[src/dq_pkg.sv]
// ----------------------------------------------------------------------------
// dq_pkg
// Shared types and constants for the double-ended queue unit.
// ----------------------------------------------------------------------------
package dq_pkg;

  localparam int DEPTH   = 16;
  localparam int IDX_W   = $clog2(DEPTH);
  localparam int CNT_W   = $clog2(DEPTH + 1);
  localparam int SUM_W   = CNT_W + 1;
  localparam int DATA_W  = 32;
  localparam int MODE_W  = 3;
  localparam int STAT_W  = 2;

  // result queue between the front end and the output stage
  localparam int QDEPTH  = 4;
  localparam int QPTR_W  = $clog2(QDEPTH);
  localparam int QCNT_W  = $clog2(QDEPTH + 1);

  typedef logic [IDX_W-1:0] idx_t;
  typedef logic [CNT_W-1:0] cnt_t;

  typedef enum logic [MODE_W-1:0] {
    MODE_PUSH_FRONT = 3'd0,
    MODE_PUSH_BACK  = 3'd1,
    MODE_POP_FRONT  = 3'd2,
    MODE_POP_BACK   = 3'd3,
    MODE_LIST       = 3'd4
  } mode_t;

  typedef enum logic [STAT_W-1:0] {
    ST_OK    = 2'd0,
    ST_EMPTY = 2'd1,
    ST_FULL  = 2'd2
  } status_t;

  typedef enum logic {
    FE_ACCEPT,
    FE_LIST
  } fe_state_t;

  typedef struct packed {
    logic signed [DATA_W-1:0] value;
    status_t                  status;
    logic                     final_item;
  } res_t;

  typedef struct packed {
    logic valid;
    res_t res;
  } q_wr_t;

  // ring position of base + off, off below DEPTH
  function automatic idx_t ring_add(idx_t base, cnt_t off);
    logic [SUM_W-1:0] s;
    s = SUM_W'(base) + SUM_W'(off);
    if (s >= SUM_W'(DEPTH)) begin
      s = s - SUM_W'(DEPTH);
    end
    return IDX_W'(s);
  endfunction

endpackage

[src/dq_if.sv]
// ----------------------------------------------------------------------------
// dq_if
// Valid/ready channels for operation requests and results.
// ----------------------------------------------------------------------------
interface dq_in_if;
  logic                              valid;
  logic                              ready;
  logic [dq_pkg::MODE_W-1:0]         mode;
  logic signed [dq_pkg::DATA_W-1:0]  value_in;

  modport source(output valid, mode, value_in, input ready);
  modport sink(input valid, mode, value_in, output ready);
endinterface

interface dq_out_if;
  logic                              valid;
  logic                              ready;
  logic signed [dq_pkg::DATA_W-1:0]  value_out;
  logic [dq_pkg::STAT_W-1:0]         status;
  logic                              final_item;

  modport source(output valid, value_out, status, final_item, input ready);
  modport sink(input valid, value_out, status, final_item, output ready);
endinterface

[src/dq_ram.sv]
// ----------------------------------------------------------------------------
// dq_ram
// Generic single-write, single-read RAM with registered read data.
// ----------------------------------------------------------------------------
module dq_ram #(
  parameter int WIDTH = 32,
  parameter int DEPTH = 16
) (
  input  logic                     clk,
  input  logic                     wr_en,
  input  logic [$clog2(DEPTH)-1:0] wr_addr,
  input  logic [WIDTH-1:0]         wr_data,
  input  logic                     rd_en,
  input  logic [$clog2(DEPTH)-1:0] rd_addr,
  output logic [WIDTH-1:0]         rd_data
);

  logic [WIDTH-1:0] mem_r [DEPTH];
  logic [WIDTH-1:0] rd_data_r;

  always_ff @(posedge clk) begin
    if (wr_en) begin
      mem_r[wr_addr] <= wr_data;
    end
    if (rd_en) begin
      rd_data_r <= mem_r[rd_addr];
    end
  end

  assign rd_data = rd_data_r;

endmodule

[src/dq_queue.sv]
// ----------------------------------------------------------------------------
// dq_queue
// Short result queue between the front end and the output stage.
// ----------------------------------------------------------------------------
module dq_queue (
  input  logic                        clk,
  input  logic                        rst_n,
  input  dq_pkg::q_wr_t               wr,
  input  logic                        rd_en,
  output dq_pkg::res_t                rd_data,
  output logic [dq_pkg::QCNT_W-1:0]   count
);

  dq_pkg::res_t                entry_r [dq_pkg::QDEPTH];
  logic [dq_pkg::QPTR_W-1:0]   wr_ptr_r, wr_ptr_nxt;
  logic [dq_pkg::QPTR_W-1:0]   rd_ptr_r, rd_ptr_nxt;
  logic [dq_pkg::QCNT_W-1:0]   count_r, count_nxt;

  always_comb begin
    wr_ptr_nxt = wr_ptr_r;
    rd_ptr_nxt = rd_ptr_r;
    count_nxt  = count_r;
    if (wr.valid) begin
      wr_ptr_nxt = wr_ptr_r + dq_pkg::QPTR_W'(1);
    end
    if (rd_en) begin
      rd_ptr_nxt = rd_ptr_r + dq_pkg::QPTR_W'(1);
    end
    if (wr.valid && !rd_en) begin
      count_nxt = count_r + dq_pkg::QCNT_W'(1);
    end else if (!wr.valid && rd_en) begin
      count_nxt = count_r - dq_pkg::QCNT_W'(1);
    end
  end

  always_ff @(posedge clk) begin
    if (!rst_n) begin
      wr_ptr_r <= '0;
      rd_ptr_r <= '0;
      count_r  <= '0;
    end else begin
      wr_ptr_r <= wr_ptr_nxt;
      rd_ptr_r <= rd_ptr_nxt;
      count_r  <= count_nxt;
    end
  end

  always_ff @(posedge clk) begin
    if (wr.valid) begin
      entry_r[wr_ptr_r] <= wr.res;
    end
  end

  assign rd_data = entry_r[rd_ptr_r];
  assign count   = count_r;

endmodule

[src/dq_front.sv]
// ----------------------------------------------------------------------------
// dq_front
// Accept and classify operations, keep ring bookkeeping, access the store.
// ----------------------------------------------------------------------------
module dq_front (
  input  logic                       clk,
  input  logic                       rst_n,
  dq_in_if.sink                      in_ch,
  input  logic [dq_pkg::QCNT_W-1:0]  q_count,
  output dq_pkg::q_wr_t              q_wr
);

  dq_pkg::fe_state_t state_r, state_nxt;
  dq_pkg::idx_t      front_r, front_nxt;
  dq_pkg::cnt_t      count_r, count_nxt;
  dq_pkg::cnt_t      lidx_r, lidx_nxt;

  logic              s1_valid_r, s1_valid_nxt;
  logic              s1_ram_r, s1_ram_nxt;
  dq_pkg::status_t   s1_status_r, s1_status_nxt;
  logic              s1_final_r, s1_final_nxt;

  logic                      accept;
  logic                      credit_ok;
  logic                      list_last;
  logic                      wr_en, rd_en;
  dq_pkg::idx_t              wr_addr, rd_addr;
  logic [dq_pkg::DATA_W-1:0] rd_data;
  dq_pkg::idx_t              front_dec;

  // room for one more result, counting the one in the read stage
  assign credit_ok = ((dq_pkg::QCNT_W + 1)'(q_count) + (dq_pkg::QCNT_W + 1)'(s1_valid_r))
                     < (dq_pkg::QCNT_W + 1)'(dq_pkg::QDEPTH);
  assign accept    = in_ch.valid && in_ch.ready;
  assign list_last = (lidx_r == count_r - dq_pkg::CNT_W'(1));
  assign front_dec = (front_r == '0) ? dq_pkg::IDX_W'(dq_pkg::DEPTH - 1)
                                     : front_r - dq_pkg::IDX_W'(1);

  always_comb begin
    state_nxt = state_r;
    case (state_r)
      dq_pkg::FE_ACCEPT: begin
        if (accept && in_ch.mode == dq_pkg::MODE_LIST && count_r > dq_pkg::CNT_W'(1)) begin
          state_nxt = dq_pkg::FE_LIST;
        end
      end
      dq_pkg::FE_LIST: begin
        if (credit_ok && list_last) begin
          state_nxt = dq_pkg::FE_ACCEPT;
        end
      end
      default: state_nxt = dq_pkg::FE_ACCEPT;
    endcase
  end

  always_comb begin
    in_ch.ready   = 1'b0;
    front_nxt     = front_r;
    count_nxt     = count_r;
    lidx_nxt      = lidx_r;
    wr_en         = 1'b0;
    wr_addr       = front_r;
    rd_en         = 1'b0;
    rd_addr       = front_r;
    s1_valid_nxt  = 1'b0;
    s1_ram_nxt    = 1'b0;
    s1_status_nxt = dq_pkg::ST_OK;
    s1_final_nxt  = 1'b1;
    case (state_r)
      dq_pkg::FE_ACCEPT: begin
        in_ch.ready = credit_ok;
        if (accept) begin
          case (in_ch.mode)
            dq_pkg::MODE_PUSH_FRONT, dq_pkg::MODE_PUSH_BACK: begin
              s1_valid_nxt = 1'b1;
              if (count_r == dq_pkg::CNT_W'(dq_pkg::DEPTH)) begin
                s1_status_nxt = dq_pkg::ST_FULL;
              end else begin
                wr_en     = 1'b1;
                count_nxt = count_r + dq_pkg::CNT_W'(1);
                if (in_ch.mode == dq_pkg::MODE_PUSH_FRONT) begin
                  wr_addr   = front_dec;
                  front_nxt = front_dec;
                end else begin
                  wr_addr = dq_pkg::ring_add(front_r, count_r);
                end
              end
            end
            dq_pkg::MODE_POP_FRONT, dq_pkg::MODE_POP_BACK: begin
              s1_valid_nxt = 1'b1;
              if (count_r == '0) begin
                s1_status_nxt = dq_pkg::ST_EMPTY;
              end else begin
                rd_en      = 1'b1;
                s1_ram_nxt = 1'b1;
                count_nxt  = count_r - dq_pkg::CNT_W'(1);
                if (in_ch.mode == dq_pkg::MODE_POP_FRONT) begin
                  front_nxt = dq_pkg::ring_add(front_r, dq_pkg::CNT_W'(1));
                end else begin
                  rd_addr = dq_pkg::ring_add(front_r, count_r - dq_pkg::CNT_W'(1));
                end
              end
            end
            dq_pkg::MODE_LIST: begin
              s1_valid_nxt = 1'b1;
              if (count_r == '0) begin
                s1_status_nxt = dq_pkg::ST_EMPTY;
              end else begin
                rd_en        = 1'b1;
                s1_ram_nxt   = 1'b1;
                s1_final_nxt = (count_r == dq_pkg::CNT_W'(1));
                lidx_nxt     = dq_pkg::CNT_W'(1);
              end
            end
            default: begin
              // unused codes: drop the item
            end
          endcase
        end
      end
      dq_pkg::FE_LIST: begin
        if (credit_ok) begin
          rd_en        = 1'b1;
          rd_addr      = dq_pkg::ring_add(front_r, lidx_r);
          s1_valid_nxt = 1'b1;
          s1_ram_nxt   = 1'b1;
          s1_final_nxt = list_last;
          lidx_nxt     = lidx_r + dq_pkg::CNT_W'(1);
        end
      end
      default: begin
        in_ch.ready = 1'b0;
      end
    endcase
  end

  always_ff @(posedge clk) begin
    if (!rst_n) begin
      state_r    <= dq_pkg::FE_ACCEPT;
      front_r    <= '0;
      count_r    <= '0;
      lidx_r     <= '0;
      s1_valid_r <= 1'b0;
    end else begin
      state_r    <= state_nxt;
      front_r    <= front_nxt;
      count_r    <= count_nxt;
      lidx_r     <= lidx_nxt;
      s1_valid_r <= s1_valid_nxt;
    end
  end

  always_ff @(posedge clk) begin
    s1_ram_r    <= s1_ram_nxt;
    s1_status_r <= s1_status_nxt;
    s1_final_r  <= s1_final_nxt;
  end

  dq_ram #(
    .WIDTH (dq_pkg::DATA_W),
    .DEPTH (dq_pkg::DEPTH)
  ) u_store (
    .clk     (clk),
    .wr_en   (wr_en),
    .wr_addr (wr_addr),
    .wr_data (in_ch.value_in),
    .rd_en   (rd_en),
    .rd_addr (rd_addr),
    .rd_data (rd_data)
  );

  always_comb begin
    q_wr.valid          = s1_valid_r;
    q_wr.res.value      = s1_ram_r ? $signed(rd_data) : '0;
    q_wr.res.status     = s1_status_r;
    q_wr.res.final_item = s1_final_r;
  end

endmodule

[src/dq_back.sv]
// ----------------------------------------------------------------------------
// dq_back
// Output register: drain the result queue onto the result channel.
// ----------------------------------------------------------------------------
module dq_back (
  input  logic          clk,
  input  logic          rst_n,
  input  logic          q_not_empty,
  input  dq_pkg::res_t  q_data,
  output logic          q_rd_en,
  dq_out_if.source      out_ch
);

  logic         valid_r, valid_nxt;
  dq_pkg::res_t data_r;

  assign q_rd_en = q_not_empty && (!valid_r || out_ch.ready);

  always_comb begin
    valid_nxt = valid_r;
    if (q_rd_en) begin
      valid_nxt = 1'b1;
    end else if (out_ch.ready) begin
      valid_nxt = 1'b0;
    end
  end

  always_ff @(posedge clk) begin
    if (!rst_n) begin
      valid_r <= 1'b0;
    end else begin
      valid_r <= valid_nxt;
    end
  end

  always_ff @(posedge clk) begin
    if (q_rd_en) begin
      data_r <= q_data;
    end
  end

  assign out_ch.valid      = valid_r;
  assign out_ch.value_out  = data_r.value;
  assign out_ch.status     = data_r.status;
  assign out_ch.final_item = data_r.final_item;

endmodule

[src/double_ended_queue_unit.sv]
// ----------------------------------------------------------------------------
// double_ended_queue_unit
// Bounded double-ended queue of signed 32-bit values in a ring store.
//
//   channel   direction  handshake          payload
//   in_ch     sink       valid / ready      mode[2:0], value_in[31:0]
//   out_ch    source     valid / ready      value_out[31:0], status[1:0], final_item
//
// Pushes and pops may follow back to back while the result queue has room. A
// listing holds the input while it reads each entry in turn (one store read
// port); an empty listing gives one empty answer. A result passes the read
// stage, result queue and output register before valid rises. Reset clears
// the ring pointers and control state only; the store needs no clearing pass. A
// four-entry result queue lets the output stall while the front end runs until full.
// ----------------------------------------------------------------------------
module double_ended_queue_unit (
  input  logic      clk,
  input  logic      rst_n,
  dq_in_if.sink     in_ch,
  dq_out_if.source  out_ch
);

  dq_pkg::q_wr_t               q_wr;
  dq_pkg::res_t                q_data;
  logic [dq_pkg::QCNT_W-1:0]   q_count;
  logic                        q_rd_en;
  logic                        q_not_empty;

  // Front end: classify each transfer, update ring pointers, access the store.
  dq_front u_front (
    .clk     (clk),
    .rst_n   (rst_n),
    .in_ch   (in_ch),
    .q_count (q_count),
    .q_wr    (q_wr)
  );

  // Result queue: decouple the front end from output stalls.
  dq_queue u_queue (
    .clk     (clk),
    .rst_n   (rst_n),
    .wr      (q_wr),
    .rd_en   (q_rd_en),
    .rd_data (q_data),
    .count   (q_count)
  );

  assign q_not_empty = (q_count != '0);

  // Back end: hold each result in the output register until transferred.
  dq_back u_back (
    .clk         (clk),
    .rst_n       (rst_n),
    .q_not_empty (q_not_empty),
    .q_data      (q_data),
    .q_rd_en     (q_rd_en),
    .out_ch      (out_ch)
  );

  // The credit check must keep the result queue from overflowing.
  a_queue_no_overflow: assert property (@(posedge clk) disable iff (!rst_n)
    (q_count == dq_pkg::QCNT_W'(dq_pkg::QDEPTH)) |-> (!q_wr.valid || q_rd_en))
    else $error("result queue overflow");

  // An empty or full status always ends the run for its item.
  a_error_is_final: assert property (@(posedge clk) disable iff (!rst_n)
    (out_ch.valid && out_ch.status != dq_pkg::ST_OK) |-> out_ch.final_item)
    else $error("non-ok result not marked final");

  // Empty and full results carry a zero value.
  a_error_zero_value: assert property (@(posedge clk) disable iff (!rst_n)
    (out_ch.valid && out_ch.status != dq_pkg::ST_OK) |-> (out_ch.value_out == '0))
    else $error("non-ok result with nonzero value");

  // Never pop from an empty result queue.
  a_queue_no_underflow: assert property (@(posedge clk) disable iff (!rst_n)
    q_rd_en |-> (q_count != '0))
    else $error("result queue underflow");

endmodule

[src/flat_wrapper.sv]
// flat-port wrapper written by rule: the top's interface ports become plain ports
module double_ended_queue_unit_flat 
  (clk, rst_n, in_ch_valid, in_ch_mode, in_ch_value_in, in_ch_ready, out_ch_valid, out_ch_value_out, out_ch_status, out_ch_final_item, out_ch_ready);
  dq_in_if in_ch_i ();
  dq_out_if out_ch_i ();
  input  logic clk;
  input  logic rst_n;
  input wire logic [$bits(in_ch_i.valid)-1:0] in_ch_valid;
  input wire logic [$bits(in_ch_i.mode)-1:0] in_ch_mode;
  input wire logic [$bits(in_ch_i.value_in)-1:0] in_ch_value_in;
  output wire logic [$bits(in_ch_i.ready)-1:0] in_ch_ready;
  output wire logic [$bits(out_ch_i.valid)-1:0] out_ch_valid;
  output wire logic [$bits(out_ch_i.value_out)-1:0] out_ch_value_out;
  output wire logic [$bits(out_ch_i.status)-1:0] out_ch_status;
  output wire logic [$bits(out_ch_i.final_item)-1:0] out_ch_final_item;
  input wire logic [$bits(out_ch_i.ready)-1:0] out_ch_ready;
  assign in_ch_i.valid = in_ch_valid;
  assign in_ch_i.mode = in_ch_mode;
  assign in_ch_i.value_in = in_ch_value_in;
  assign in_ch_ready = in_ch_i.ready;
  assign out_ch_valid = out_ch_i.valid;
  assign out_ch_value_out = out_ch_i.value_out;
  assign out_ch_status = out_ch_i.status;
  assign out_ch_final_item = out_ch_i.final_item;
  assign out_ch_i.ready = out_ch_ready;
  double_ended_queue_unit u_core (.clk(clk), .rst_n(rst_n), .in_ch(in_ch_i), .out_ch(out_ch_i));
endmodule
[config.mk]
export PLATFORM = sky130hd
export DESIGN_NAME = double_ended_queue_unit_flat
export DESIGN_NICKNAME = d
export VERILOG_FILES = /design/src/dq_pkg.sv /design/src/dq_if.sv /design/src/dq_ram.sv /design/src/dq_queue.sv /design/src/dq_front.sv /design/src/dq_back.sv /design/src/double_ended_queue_unit.sv /design/src/flat_wrapper.sv
export SDC_FILE = /design/constraint.sdc
export NUM_CORES = 1
export LEC_CHECK = 0
export BUFFER_PORTS_ARGS = -buffer_cell sky130_fd_sc_hd__buf_2
export CAP_MARGIN = 20
export CORE_ASPECT_RATIO = 0.9
export CORE_MARGIN = 2
export CORE_UTILIZATION = 47
export CTS_BUF_LIST = sky130_fd_sc_hd__clkbuf_16
export DETAILED_ROUTE_END_ITERATION = 10
export GPL_ROUTABILITY_DRIVEN = 0
export SLEW_MARGIN = 15
export SYNTH_ARGS = -nofsm -noshare
export SYNTH_HDL_FRONTEND = slang
export SYNTH_HIERARCHICAL = 1
export SYNTH_SLANG_ARGS = --single-unit
[constraint.sdc]
create_clock -name clk -period 7.7 [get_ports clk]
set_input_delay 1.54 -clock clk [delete_from_list [all_inputs] [get_ports clk]]
set_output_delay 1.54 -clock clk [all_outputs]
set_load 0.03 [all_outputs]
==> results.yml <==
finish:
  most_common_library_cell_in_the_layout_ignoring_fill_and_taps: "edfxtp_1"
  mostFrequentLayoutCells: "edfxtp_1 (719), mux4_2 (158), clkbuf_16 (77)"
  syn_to_final_growth_pct: 13.1
  layout-drive-gt1-share: 0.264
  final_nets: 1522
clocking:
  worst_setup_hold_path_clk_slew_ns: 0.06
  cts_tree: "built"
  cts_resized: 0
  numClockSinks: 749
  cts_hold_repair.buffers: 0
  max_clock_buf_depth: 3
  tritoncts.num_buffers: 75
  worstSkewPairLatency_ns: 0.60
  cts-htree-levels: 3
  post-cts-setup-buffer-count: 0
  clock_tree.root_cell: "clkbuf_16"
critical_path:
  cp_data_arrival_time_ns: 4.76
  timing.critical_path.to_type: "flip-flop"
  startpoint_type_of_the_worst_setup_path: "input port"
  path_class: "input port to flip-flop"
  timing.critical_path.fanout_max: 39
  required_time_of_the_critical_path_ns: 8.03
timing:
  maxClockFrequency_mhz: 226
  period_minus_slack_ns: 4.43
  final.period_utilization: 0.575
  hold_viol: 0
  timing_max_transition_violations_final: 0
  finalSetupViolCount: 0
  grt_setup_unrepaired: "no"
  skew_ns: 0.0193
  relSlewSlack: 0.281
  setup-tns-final_ns: 0
  timing_worst_slew_pin_value_ns: 1.08
global_route:
  busiest_layer: "met2"
  global_routing_met3_resource_utilization: 0.0381
  grt.met2_usage: 0.309
  grt.total_usage: 0.190
  first_pass_grt_wire_length_mm: 87.5
  grt.overflow.total: 0
  antenna_found_initial: 8
  first_global_vias: 13700
  groute.layer.met1.usage: 0.263
  grt_start_max_net_pins: 129
yosys:
  synth_enable_flop_cells: 719
  synth_largest_type_area_fraction: 0.751
  yosysTopAreaCell: "edfxtp_1"
  syn_nets: 1408
  synth.ff_latch_count: 749
  synth_seq_area_share: 0.772
  yosys_warnings: 6
  syn_area_sq_um: 28800
  synthArstFlopShare: 0
  synthCells: 1345
  synth.top_cells.by_area: "edfxtp_1 (75%), mux4_2 (12%), dfxtp_1 (2.1%), a22oi_1 (1.7%), and2_1 (0.98%)"
  synth_cell_type_count: 58
  postSynth.topFlopCell: "edfxtp_1"
  syn-mean-instance-area_sq_um: 21.4
routing:
  postRouteWirelength_mm: 58.4
  drtPass1Iterations: 7
  route.detailed.wl_per_inst_microns: 25.3
  post-route-drc-count: 0
  routed_via_density: 5.74
  dr.first_iter.drc_count: 1119
  route.antenna.remaining_nets: 0
  vias: 13300
power_and_ir_drop:
  ir_worst_vdd_uv: 163
  power_density_nw_per_um2: 293
  power.static_leakage_nw: 10.3
  finalPower_mw: 9.54
floorplan:
  dieArea_sq_um: 63200
  io_pins: 76
  die_w_microns: 265
  placeable_core_region_sq_um: 60900
  std_cell_rows: 86
  initial_utilization: 0.472
  floorplan.die.height_microns: 239
placement:
  dp.final_hpwl_mm: 30.4
  portBuffers: 75
worst_hold_path:
  worst_hold_check_path_type: "flip-flop to flip-flop"
flow_run:
  max_cap_violations: 0
outcome:
  outcome: "complete, no violations"
==> where the power goes <==
part	switching [mW]	leakage, nW	internal [mW]	total, mW
clock network	1.45	1.20	2.01	3.47
logic	0.780	2.35	0.502	1.28
registers	0.0775	6.75	4.71	4.79
==> flip-flops by register name, indices dropped and copies added, names as in the netlist, 2 cells and up, named ones only <==
| signal | flops |
|---|---|
| u_core/u_front/u_store/mem_r | 512 |
| u_core/u_queue/entry_r | 140 |
| u_core/u_back/out_ch.value_out | 32 |
| u_core/u_front/u_store/rd_data | 32 |
| u_core/u_front/count_r | 5 |
| u_core/u_front/lidx_r | 5 |
| u_core/u_front/front_r | 4 |
| u_core/u_queue/count | 3 |
| u_core/u_back/out_ch.status | 2 |
| u_core/u_front/s1_status_r | 2 |
| u_core/u_queue/rd_ptr_r | 2 |
| u_core/u_queue/wr_ptr_r | 2 |
==> per-stage QoR <==
step | instances | utilization | cell area [sq um] | hold slack, ns | worst slack, ns
after global placement | 2174 | 0.496 | 30200 | 0.452 | 2.72
after global routing | 2307 | 0.534 | 32500 | 0.510 | 2.95
after floorplan | 1345 | - | 28800 | 0.438 | 1.83
after detailed placement | 2174 | 0.496 | 30200 | 0.468 | 2.64
final | 2309 | 0.534 | 32500 | 0.477 | 3.27
after CTS | 2307 | 0.534 | 32500 | 0.483 | 3.25
==> routing by layer <==
layer / routed length [microns] / share of wire
met1: 25300 / 0.43
met2: 28400 / 0.49
met3: 3370 / 0.058
met4: 1200 / 0.020
met5: 53 / 0.00091
==> path summary, 6_finish.rpt <==
check	from	endpoint	slack (ns)	cells after the start
setup / recovery	in_ch_mode[2]	u_core/u_front/u_store/rd_data[25]$_DFFE_PP_	3.27	9
hold / removal	u_core/u_front/s1_status_r[0]$_SDFF_PP0_	u_core/u_queue/entry_r[2][1]$_DFFE_PP_	0.48	0
setup reg to reg	u_core/u_front/count_r[0]$_SDFFE_PN0P_	u_core/u_front/u_store/rd_data[25]$_DFFE_PP_	3.30	11
hold reg to reg	u_core/u_front/s1_status_r[0]$_SDFF_PP0_	u_core/u_queue/entry_r[2][1]$_DFFE_PP_	0.48	0
==> kinds of logic after synthesis <==
family,Yosys count,share of synthesized area
flops,749,0.772
simple gates,178,0.0339
mux,168,0.130
compound gates,115,0.0294
buf+inv,83,0.0148
xor+xnor,28,0.00853
fa+ha+maj,24,0.0115
==> synth_stat cells (5+ instances only) <==
cell type	number
a21oi_1	13
a22oi_1	65
and2_1	45
buf_1	10
buf_2	12
buf_4	11
clkbuf_1	29
dfxtp_1	30
edfxtp_1	719
ha_1	20
inv_1	16
mux4_1	5
mux4_2	158
nand2_1	50
nand3_1	5
nand4_1	5
nor2_1	27
nor2b_1	8
nor3_1	14
o21ai_0	8
or3_1	5
xnor2_1	13
xor2_1	15
==> critical path: stages <==
cell      delay, ns
buf_2          0.19
nand2b_1       0.28
nor4b_4        0.60
nor3_1         0.17
a211oi_4       0.27
buf_4          0.68
mux4_2         0.60
a22oi_1        0.27
nand2_1        0.09
==> cell type report <==
cell class,instances,area (sq um)
clock inverters,56,413
fillers,4658,28400
well taps,792,991
diodes,2,5.00
inverters,16,60.1
multi-input cells,513,6330
repair buffers,104,618
flip-flops and latches,749,22200
clock buffers,77,1930
Power figures use the tool's default switching activity.
